`src/rtl/sps_pkg.sv`:
```
// Package for the servo pulse sequencer: channel count, codes and payload types.
// No dependencies; used by servo_pulse_sequencer_top.
`timescale 1ns / 1ps

package sps_pkg;

    // Number of servo channels held in the width table
    localparam int CHANNELS = 10;

    // Input transaction modes
    localparam logic [1:0] MODE_TICK  = 2'd0;
    localparam logic [1:0] MODE_WRITE = 2'd1;
    localparam logic [1:0] MODE_START = 2'd2;

    // Configuration register indexes
    localparam logic CFG_ACTIVE_CHANNELS = 1'b0;
    localparam logic CFG_CLOCK_SCALE     = 1'b1;

    // Clock scale codes
    localparam logic [1:0] SCALE_HALF   = 2'd0;
    localparam logic [1:0] SCALE_DOUBLE = 2'd1;

    // Interval lengths before scaling
    localparam logic [15:0] LEAD_GAP   = 16'd200;
    localparam logic [15:0] EMPTY_SLOT = 16'd100;

    // Reset values of the configuration registers
    localparam logic [3:0] ACTIVE_CHANNELS_RESET = 4'd8;
    localparam logic [1:0] CLOCK_SCALE_RESET     = 2'd2;

    typedef struct packed {
        logic [1:0]         mode;
        logic [3:0]         channel;
        logic signed [15:0] width;
    } sps_in_t;

    typedef struct packed {
        logic [CHANNELS-1:0] pins;
        logic                busy_res;
        logic [3:0]          current_channel;
        logic                frame_done;
    } sps_out_t;

endpackage

```
`src/rtl/servo_pulse_sequencer_top.sv`:
```
// Servo pulse sequencer top level: width table, frame timer and result register.
// Depends on sps_pkg for codes, constants and payload types.
//
//  channel   signals                          direction  carries
//  input     in_valid / in_ready / in_data    in         mode, channel, width
//  result    out_valid / out_ready / out_data out        pins, busy, channel, done
//  config    cfg_valid / cfg_ready /          in         register index, value
//            cfg_index / cfg_data
//
// One input transaction is taken per cycle; its result appears in the output
// register on the next cycle. Timer and width table updates happen in the same cycle as
// the accept, so the rate is set only by the single result register.
// A stalled result holds input ready low until it is taken.
// Reset (rst_n low, asynchronous) clears the width table, timer and pins,
// and loads active_channels = 8, clock_scale = 2. Configuration is always ready.
`timescale 1ns / 1ps

module servo_pulse_sequencer_top
    import sps_pkg::*;
(
    input  logic        clk,
    input  logic        rst_n,
    input  logic        in_valid,
    output logic        in_ready,
    input  sps_in_t     in_data,
    output logic        out_valid,
    input  logic        out_ready,
    output sps_out_t    out_data,
    input  logic        cfg_valid,
    output logic        cfg_ready,
    input  logic        cfg_index,
    input  logic [3:0]  cfg_data
);

    // Scale an interval length by the clock scale setting
    function automatic logic [15:0] scaled(input logic [15:0] x, input logic [1:0] sc);
        logic [15:0] v;
        begin
            if (sc == SCALE_HALF)
            begin
                v = {1'b0, x[15:1]};
            end
            else if (sc == SCALE_DOUBLE)
            begin
                v = x[15] ? 16'hFFFF : {x[14:0], 1'b0};
            end
            else
            begin
                v = x;
            end
            return v;
        end
    endfunction

    // One-hot pin mask for a channel number, empty for channel zero
    function automatic logic [CHANNELS-1:0] pin_bit(input logic [3:0] ch);
        logic [CHANNELS-1:0] m;
        begin
            for (int k = 0; k < CHANNELS; k++)
            begin
                m[k] = (ch == 4'(k + 1));
            end
            return m;
        end
    endfunction

    logic [15:0]         widths_reg [CHANNELS];
    logic [15:0]         tick_count_reg, tick_count_next;
    logic [15:0]         period_reg, period_next;
    logic [3:0]          chan_reg, chan_next;
    logic                running_reg, running_next;
    logic [CHANNELS-1:0] pins_reg, pins_next;
    logic [3:0]          active_reg;
    logic [1:0]          scale_reg;
    logic                out_valid_reg;
    sps_out_t            out_data_reg, out_data_next;
    logic                done;
    logic                accept;
    logic                write_en;
    logic [3:0]          write_idx;
    logic [4:0]          next_chan;
    logic                more_chans;
    logic [15:0]         next_width;

    assign in_ready  = !out_valid_reg || out_ready;
    assign accept    = in_valid && in_ready;
    assign cfg_ready = 1'b1;
    assign out_valid = out_valid_reg;
    assign out_data  = out_data_reg;

    // Decide whether the current interval is followed by another channel
    assign next_chan  = {1'b0, chan_reg} + 5'd1;
    assign more_chans = (next_chan <= {1'b0, active_reg}) && (next_chan <= 5'(CHANNELS));
    assign next_width = widths_reg[chan_reg];

    // Width table write decode
    assign write_en  = accept && (in_data.mode == MODE_WRITE) && (in_data.channel >= 4'd1)
                       && ({1'b0, in_data.channel} <= 5'(CHANNELS));
    assign write_idx = in_data.channel - 4'd1;

    // Next state of the frame timer
    always_comb
    begin
        tick_count_next = tick_count_reg;
        period_next     = period_reg;
        chan_next       = chan_reg;
        running_next    = running_reg;
        pins_next       = pins_reg;
        done            = 1'b0;
        unique case (in_data.mode)
            MODE_TICK:
            begin
                if (running_reg)
                begin
                    if (tick_count_reg >= period_reg)
                    begin
                        tick_count_next = 16'd0;
                        pins_next       = pins_reg & ~pin_bit(chan_reg);
                        if (more_chans)
                        begin
                            chan_next = next_chan[3:0];
                            if (next_width != 16'd0 && !next_width[15])
                            begin
                                period_next = scaled(next_width, scale_reg);
                                pins_next   = pins_next | pin_bit(next_chan[3:0]);
                            end
                            else
                            begin
                                period_next = scaled(EMPTY_SLOT, scale_reg);
                                pins_next   = pins_next & ~pin_bit(next_chan[3:0]);
                            end
                        end
                        else
                        begin
                            running_next = 1'b0;
                            done         = 1'b1;
                        end
                    end
                    else
                    begin
                        tick_count_next = tick_count_reg + 16'd1;
                    end
                end
            end
            MODE_START:
            begin
                if (active_reg != 4'd0)
                begin
                    chan_next       = 4'd0;
                    period_next     = scaled(LEAD_GAP, scale_reg);
                    tick_count_next = 16'd0;
                    pins_next       = '0;
                    running_next    = 1'b1;
                end
            end
            default:
            begin
                // Width writes and the unused mode leave the timer alone
            end
        endcase
    end

    // Build the result transaction from the updated state
    always_comb
    begin
        out_data_next.pins            = pins_next;
        out_data_next.busy_res        = running_next;
        out_data_next.current_channel = running_next ? chan_next : 4'd0;
        out_data_next.frame_done      = done;
    end

    // Advance timer state on each accepted transaction
    always_ff @(posedge clk or negedge rst_n)
    begin
        if (!rst_n)
        begin
            tick_count_reg <= '0;
            period_reg     <= '0;
            chan_reg       <= '0;
            running_reg    <= 1'b0;
            pins_reg       <= '0;
        end
        else if (accept)
        begin
            tick_count_reg <= tick_count_next;
            period_reg     <= period_next;
            chan_reg       <= chan_next;
            running_reg    <= running_next;
            pins_reg       <= pins_next;
        end
    end

    // Hold the width table
    always_ff @(posedge clk or negedge rst_n)
    begin
        if (!rst_n)
        begin
            for (int k = 0; k < CHANNELS; k++)
            begin
                widths_reg[k] <= '0;
            end
        end
        else if (write_en)
        begin
            widths_reg[write_idx] <= in_data.width;
        end
    end

    // Configuration registers
    always_ff @(posedge clk or negedge rst_n)
    begin
        if (!rst_n)
        begin
            active_reg <= ACTIVE_CHANNELS_RESET;
            scale_reg  <= CLOCK_SCALE_RESET;
        end
        else if (cfg_valid && cfg_ready)
        begin
            unique case (cfg_index)
                CFG_ACTIVE_CHANNELS: active_reg <= cfg_data;
                CFG_CLOCK_SCALE:     scale_reg  <= cfg_data[1:0];
                default:             ;
            endcase
        end
    end

    // Result register: load on accept, drop once taken
    always_ff @(posedge clk or negedge rst_n)
    begin
        if (!rst_n)
        begin
            out_valid_reg <= 1'b0;
        end
        else if (accept)
        begin
            out_valid_reg <= 1'b1;
        end
        else if (out_ready)
        begin
            out_valid_reg <= 1'b0;
        end
    end

    always_ff @(posedge clk)
    begin
        if (accept)
        begin
            out_data_reg <= out_data_next;
        end
    end

endmodule
```
`config.mk`:
```
export PLATFORM = sky130hd
export DESIGN_NAME = servo_pulse_sequencer_top
export DESIGN_NICKNAME = d
export VERILOG_FILES = /design/src/rtl/sps_pkg.sv /design/src/rtl/servo_pulse_sequencer_top.sv
export SDC_FILE = /design/constraint.sdc
export NUM_CORES = 1
export LEC_CHECK = 0
export BUFFER_PORTS_ARGS = -buffer_cell sky130_fd_sc_hd__buf_2
export CELL_PAD_IN_SITES_DETAIL_PLACEMENT = 0
export CELL_PAD_IN_SITES_GLOBAL_PLACEMENT = 2
export CORE_UTILIZATION = 40
export CTS_BUF_LIST = sky130_fd_sc_hd__clkbuf_4 sky130_fd_sc_hd__clkbuf_8
export CTS_CLUSTER_DIAMETER = 150
export DETAILED_ROUTE_END_ITERATION = 7
export PLACE_DENSITY = 0.79
export SETUP_SLACK_MARGIN = 0.5
export SLEW_MARGIN = 20
export SYNTH_ARGS = -nofsm -noshare
export SYNTH_HDL_FRONTEND = slang
export SYNTH_SLANG_ARGS = --single-unit
```
`constraint.sdc`:
```
create_clock -name clk -period 4.2 [get_ports clk]
set_clock_uncertainty 0.2 [all_clocks]
set_input_delay 0.21 -clock clk [delete_from_list [all_inputs] [get_ports clk]]
set_output_delay 0.21 -clock clk [all_outputs]
set_load 0.01 [all_outputs]
```
==> run metrics, run 1 <==
P per Cell Area=409 nW/um^2; #FFs+latches synth=230; Synthesized Nets=1,051; # fillers=2,621; CP Capture Type=flip-flop; Core ar.=28,600 sq um; register area share after synthesis=50.2%; final worst-path cycle share=84.5%; Ports=51; Hold Crit Class=primary input to async pin; Vias=8,274; Netlist cell types=61; remaining antenna violation count=0; Die Span X=172 microns; Die Footprint=29,800 sq um; max reg flops=160; biggest area consumer among synthesized cells=dfrtp_1; overflow left after global routing=0; routability cong.=0.798; Iter 0 DRT Violations=528; clock root buffer=clkbuf_8; Slew HR=35.4%; Via density=5.47; Post-synth EDFFs=16; first-pass GRT wire length=47,300 microns; most common cell in the netlist=dfrtp_1; number of diodes=0; critical path class=flip-flop to flip-flop; area of the multi-input gates=5450 sq um; Die Y=172 microns; Crit Path Max Fanout=6; FP Rows=62; Core Util, Final=48.3%; Synth Instances=993; TritonCTS buffer count=41; CTS tree=built; Worst Tran Pin Value=0.966 ns; largest net degree at the start of global routing=97; router iterations before antenna repair=5; GRT Total Usage=20.7%; max-slew violations=0; DRC violations left=0; CTS clk-pin slew, worst paths=0.07 ns; Initial Util=40.6%; fraction of registers with async set/reset=93.0%; minimum clock period=3.55 ns; initial antenna violation count=0; Worst Path Required=4.44 ns; R2R cell count=9; Synth area leaders=dfrtp_1, mux2_2, edfxtp_1; number of max-cap violations=0; port bufs=49; Post-Route WL=29,900 microns; synthesized area=11,600 sq um; Seq. cell area=5840 sq um; Mapped Avg Cell Area=11.7 sq um; Sink Count=230; Most used DFF post-synth=dfrtp_1; most frequent cells after synthesis=dfrtp_1, mux2_2, o21ai_0; f_max=282 MHz; critical path arrival=3.79 ns; share of cells above drive strength 1=34.8%; Synth top area share=45.6%; final hold vios=0; dpl hpwl=19,500 microns; Setup TNS Final=0 ns; Peak VDD IR=259 uV; number of global-route vias before repair=8,508; # nets final=1,161; Clock Path Buffers=3; Startpoint Class=flip-flop; final setup fails=0; RSZ-0062 raised after global routing=no; YS warnings=0; htree depth=2; status=complete, no violations; average wire per standard cell=19.8 microns; Area Overhead vs Synth=19.0%; Leakage=0.00624 uW; later-pin clock latency in the skew report=0.56 ns
[critical path: stages (launching register included)]
cell       delay (ns)
dfrtp_4          0.49
buf_12           0.16
mux4_2           0.51
a221o_1          0.35
or4_1            0.54
or4_4            0.48
buf_4            0.17
o2111ai_1        0.10
o21ai_1          0.11
a221o_1          0.32
[metrics by stage]
step / setup WS, ns / cells / area, sq um / hold slack (ns) / power [uW]
6_report: 0.651 / 1513 / 13800 / 0.119 / 5660
5_1_grt: 0.467 / 1513 / 13800 / 0.182 / 5940
4_1_cts: 0.489 / 1509 / 13700 / 0.107 / 5700
3_5_place_dp: 0.334 / 1403 / 12500 / 0.156 / 3470
3_3_place_gp: 0.373 / 1403 / 12500 / 0.153 / 3450
2_1_floorplan: 0.511 / 993 / 11700 / -0.286 / 3190
[cells in the final DEF (no fill, tap or decap), types with 4 or more instances in the layout]
| cell type | netlist | routed |
|---|---|---|
| nor2_1 | 36 | 29 |
| nand3_1 | 16 | 16 |
| o21ai_0 | 70 | 69 |
| nor3_1 | 10 | 9 |
| o22ai_1 | 22 | 22 |
| dlygate4sd3_1 | 0 | 34 |
| a221oi_1 | 9 | 7 |
| and3_1 | 16 | 16 |
| buf_2 | 10 | 48 |
| clkbuf_4 | 0 | 8 |
| mux4_2 | 17 | 17 |
| a21oi_1 | 23 | 23 |
| a22oi_1 | 7 | 7 |
| o31ai_1 | 5 | 5 |
| nor2b_1 | 5 | 5 |
| nand2_1 | 65 | 65 |
| ha_1 | 26 | 26 |
| nor2_2 | 0 | 7 |
| dfrtp_1 | 212 | 210 |
| a211oi_1 | 10 | 9 |
| a221o_1 | 5 | 5 |
| mux2_2 | 175 | 175 |
| nand2b_1 | 9 | 9 |
| inv_1 | 33 | 33 |
| o32ai_1 | 4 | 4 |
| a211o_1 | 5 | 5 |
| clkinv_2 | 0 | 6 |
| buf_4 | 3 | 52 |
| nand4_1 | 9 | 9 |
| a22o_1 | 4 | 4 |
| a21o_1 | 7 | 7 |
| mux2i_1 | 35 | 35 |
| a31oi_1 | 11 | 10 |
| o21bai_1 | 4 | 4 |
| clkbuf_8 | 0 | 48 |
| edfxtp_1 | 16 | 16 |
| o311ai_0 | 6 | 4 |
[final cells by class]
cell class	count	area share [%]
Multi-Input combinational cell	657	39.4
Sequential cell	230	42.2
Timing Repair Buffer	140	7.87
Inverter	33	0.895
Clock inverter	14	1.00
Clock buffer	55	5.11
Tap cell	384	3.47
[kinds of logic (layout without fill, tap and decap cells)]
family / count (synthesis) / count (layout) / synth area share [%]
DFF: 230 / 230 / 50.2
muxes: 227 / 227 / 23.3
AOI/OAI and AO/OA: 211 / 211 / 11.9
and+or+nand+nor: 189 / 189 / 7.95
buffers and inverters: 106 / 242 / 3.63
adders and majority gates: 26 / 26 / 2.80
xor gates and xnor gates: 3 / 3 / 0.226
other: 1 / 1 / 0.0323
[final timing paths]
path / from / end / slack [ns]
setup reg to reg: chan_reg[0]$_DFFE_PN0P_ / period_reg[5]$_DFFE_PN0P_ / 0.65
hold reg to reg: tick_count_reg[15]$_DFFE_PN0P_ / tick_count_reg[15]$_DFFE_PN0P_ / 0.29
setup / recovery: chan_reg[0]$_DFFE_PN0P_ / period_reg[5]$_DFFE_PN0P_ / 0.65
hold / removal: rst_n / tick_count_reg[14]$_DFFE_PN0P_ / 0.12
max in group asynchronous: rst_n / widths_reg[86]$_DFFE_PN0P_ / 2.71
min in group clk: out_ready / chan_reg[3]$_DFFE_PN0P_ / 0.13
[timing repair]
action,4_1_cts,5_1_grt
pin swaps,1,5
setup buffers,3,3
gates resized for setup,7,14
setup endpoints to repair,36,39
hold buffers,34,0
endpoints found under the hold margin,264,0
cloned,0,1
[where the power goes]
group | total, uW | internal, uW | leakage, uW | switching (uW)
Combinational | 844 | 417 | 0.00277 | 427
Sequential | 2630 | 2490 | 0.00302 | 145
Clock | 2180 | 1230 | 0.000446 | 955
Total | 5660 | 4130 | 0.00624 | 1530
[per-layer routing]
layer,wire length [microns],GRT usage [%],vias up,share of wire [%]
met5,0,0,-,0
met4,598,5.43,0,2.0
met3,1200,3.80,55,4.0
met2,14300,34.4,151,48
met1,13800,27.8,4168,46
li1,-,-,3900,-
Power figures use the tool's default switching activity.
==> run 2, diff against run 1 <==
- CORE_UTILIZATION: 40 -> 44
- PLACE_DENSITY: 0.79 -> 0.82
- clock period: 4.2 -> 3.3 ns (I/O delays scaled with it)
==> run metrics, run 2 (synthesized netlist as in run 1, its figures left out) <==
initial antenna violation count=0 (unchanged); max reg flops=160 (unchanged); Setup TNS Final=-3.20 ns (-3.20 ns); average wire per standard cell=20.0 microns (+1.0%); final setup fails=41 (+41); router iterations before antenna repair=5 (unchanged); minimum clock period=3.44 ns (-0.109 ns); RSZ-0062 raised after global routing=yes; failing checks=setup timing; final hold vios=0 (unchanged); commonest non-fill, non-tap cells in the layout=dfrtp_1, mux2_2, buf_4; GRT Total Usage=23.5% (+2.8 points); ordered cell list for the critical path=buf_4 > buf_4 > mux4_2 > a221oi_4 > nand4_1 > or4_4 > buf_6 > nand4b_1 > buf_6 > buf_6 > nand2b_4 > o21ai_2; first-pass GRT wire length=48,900 microns (+3.5%); dpl hpwl=20,000 microns (+2.4%); delay-heaviest family, CP=simple AND/OR/NAND/NOR gates; overflow left after global routing=0 (unchanged); Clock Path Buffers=3 (unchanged); port bufs=49 (unchanged); final worst-path cycle share=104% (+20 points); most frequent CP cell=buf_6; Worst Tran Pin Value=0.772 ns (-0.194 ns); number of max-cap violations=0 (unchanged); share of cells above drive strength 1=45.0% (+10 points); status=finished, violations left; placed insts=1,408 (+0.36%); CP Buf/Inv Count=5 (+3); P per Cell Area=502 nW/um^2 (+23%); DRC violations left=0 (unchanged); Hold Crit Class=primary input to async pin; CTS clk-pin slew, worst paths=0.06 ns (about the same); critical path arrival=3.66 ns (-0.13 ns); Die Y=165 microns (-4.6%); htree depth=2 (unchanged); Post-Route WL=30,800 microns (+3.0%); Area Overhead vs Synth=28.5%; Slew HR=48.0% (+13 points); final worst setup slack=-0.141 ns (-0.791 ns); Core ar.=26,000 sq um (-9.2%); FP Rows=59 (-4.8%); Vias=8,547 (+3.3%); CP Capture Type=flip-flop; Initial Util=44.7% (+4.1 points); largest net degree at the start of global routing=88 (-9.3%); later-pin clock latency in the skew report=0.55 ns (about the same); Final Non-Filler Cells=1,543 (+2.0%); Sink Count=230 (unchanged); clock root buffer=clkbuf_8; Die Footprint=27,100 sq um (-9.0%); Critical Path Slowest Stage Cell=mux4_2; Iter 0 DRT Violations=467 (-12%); max-slew violations=0 (unchanged); R2R cell count=12 (+3); remaining antenna violation count=0 (unchanged); f_max=291 MHz (+3.2%); Pwr Total=7500 uW (+33%); # fillers=2,195 (-16%); Worst Path Required=3.52 ns (-0.92 ns); max incr delay on CP=0.55 ns (about the same); CP Depth=12 (+3); Startpoint Class=flip-flop; Peak VDD IR=413 uV (+59%); most common cell after layout, fill and taps aside=dfrtp_1; critical path class=flip-flop to flip-flop; number of global-route vias before repair=8,815 (+3.6%); TritonCTS buffer count=41 (unchanged); Via density=5.54 (+1.3%); Leakage=0.00678 uW (+8.6%); routability cong.=0.846 (+6.0%); Die Span X=165 microns (-4.6%); # nets final=1,233 (+6.2%); CTS tree=built; Ports=51 (unchanged); number of diodes=0 (unchanged); Crit Path Max Fanout=7 (+1)
-- run 2: worst paths after layout --
| kind | start | slack (ns) | end |
|---|---|---|---|
| max | chan_reg[0]$_DFFE_PN0P_ | -0.14 | pins_reg[5]$_DFFE_PN0P_ |
| min | rst_n | 0.03 | tick_count_reg[11]$_DFFE_PN0P_ |
| max reg2reg | chan_reg[0]$_DFFE_PN0P_ | -0.14 | pins_reg[5]$_DFFE_PN0P_ |
| min reg2reg | tick_count_reg[13]$_DFFE_PN0P_ | 0.30 | tick_count_reg[13]$_DFFE_PN0P_ |
| max in group asynchronous | rst_n | 1.89 | widths_reg[135]$_DFFE_PN0P_ |
| min in group clk | in_data[17] | 0.16 | widths_reg[1]$_DFFE_PN0P_ |
-- run 2: layout make-up --
| class | instances | area (sq um) | area share [%] |
|---|---|---|---|
| Clock buffer | 69 | 868 | 5.81 |
| Clock inverter | 7 | 45.0 | 0.301 |
| Inverter | 33 | 130 | 0.871 |
| Multi-Input combinational cell | 657 | 5930 | 39.7 |
| Sequential cell | 230 | 5840 | 39.1 |
| Tap cell | 335 | 419 | 2.81 |
| Timing Repair Buffer | 212 | 1710 | 11.4 |
-- run 2: repair_timing --
item / 4_1_cts / 5_1_grt
cloned: 0 / 2
hold endpoints to repair: 256 / 0
resized for setup: 46 / 52
buffers inserted: 9 / 14
pin swaps: 16 / 25
hold buffers: 34 / 0
setup endpoints to repair: 48 / 106
-- run 2: worst reg2reg max path, delay by kind of cell, from the launching register on --
kind / cells / cell delay, ns
compound gates: 2 / 0.42
mux: 1 / 0.55
flops: 1 / 0.44
simple gates: 4 / 0.97
buf+inv: 5 / 0.74
-- run 2: report_power, final --
group          internal [uW]  leakage, uW  total [uW]  switching, uW
clock                   1670     0.000493        2870           1200
combinational            658      0.00326        1280            623
sequential              3170      0.00302        3350            183
-- run 2: per-layer routing --
layer	global-route usage (%)	vias to the layer above	part of all wire [%]
met5	0	-	0
met4	6.21	0	2.0
met3	4.14	49	3.8
met2	39.3	139	49
met1	31.3	4302	45
li1	-	4057	-
-- run 2: metrics by stage --
step	util, %	instance area (sq um)	hold WS (ns)	setup slack (ns)
floorplan	-	12000	-0.331	-0.0557
global placement	50.3	13100	0.0960	-0.249
detailed placement	50.3	13100	0.0980	-0.285
CTS	56.3	14600	0.0747	-0.157
global route	57.5	14900	0.0831	-0.231
finish	57.5	14900	0.0318	-0.141
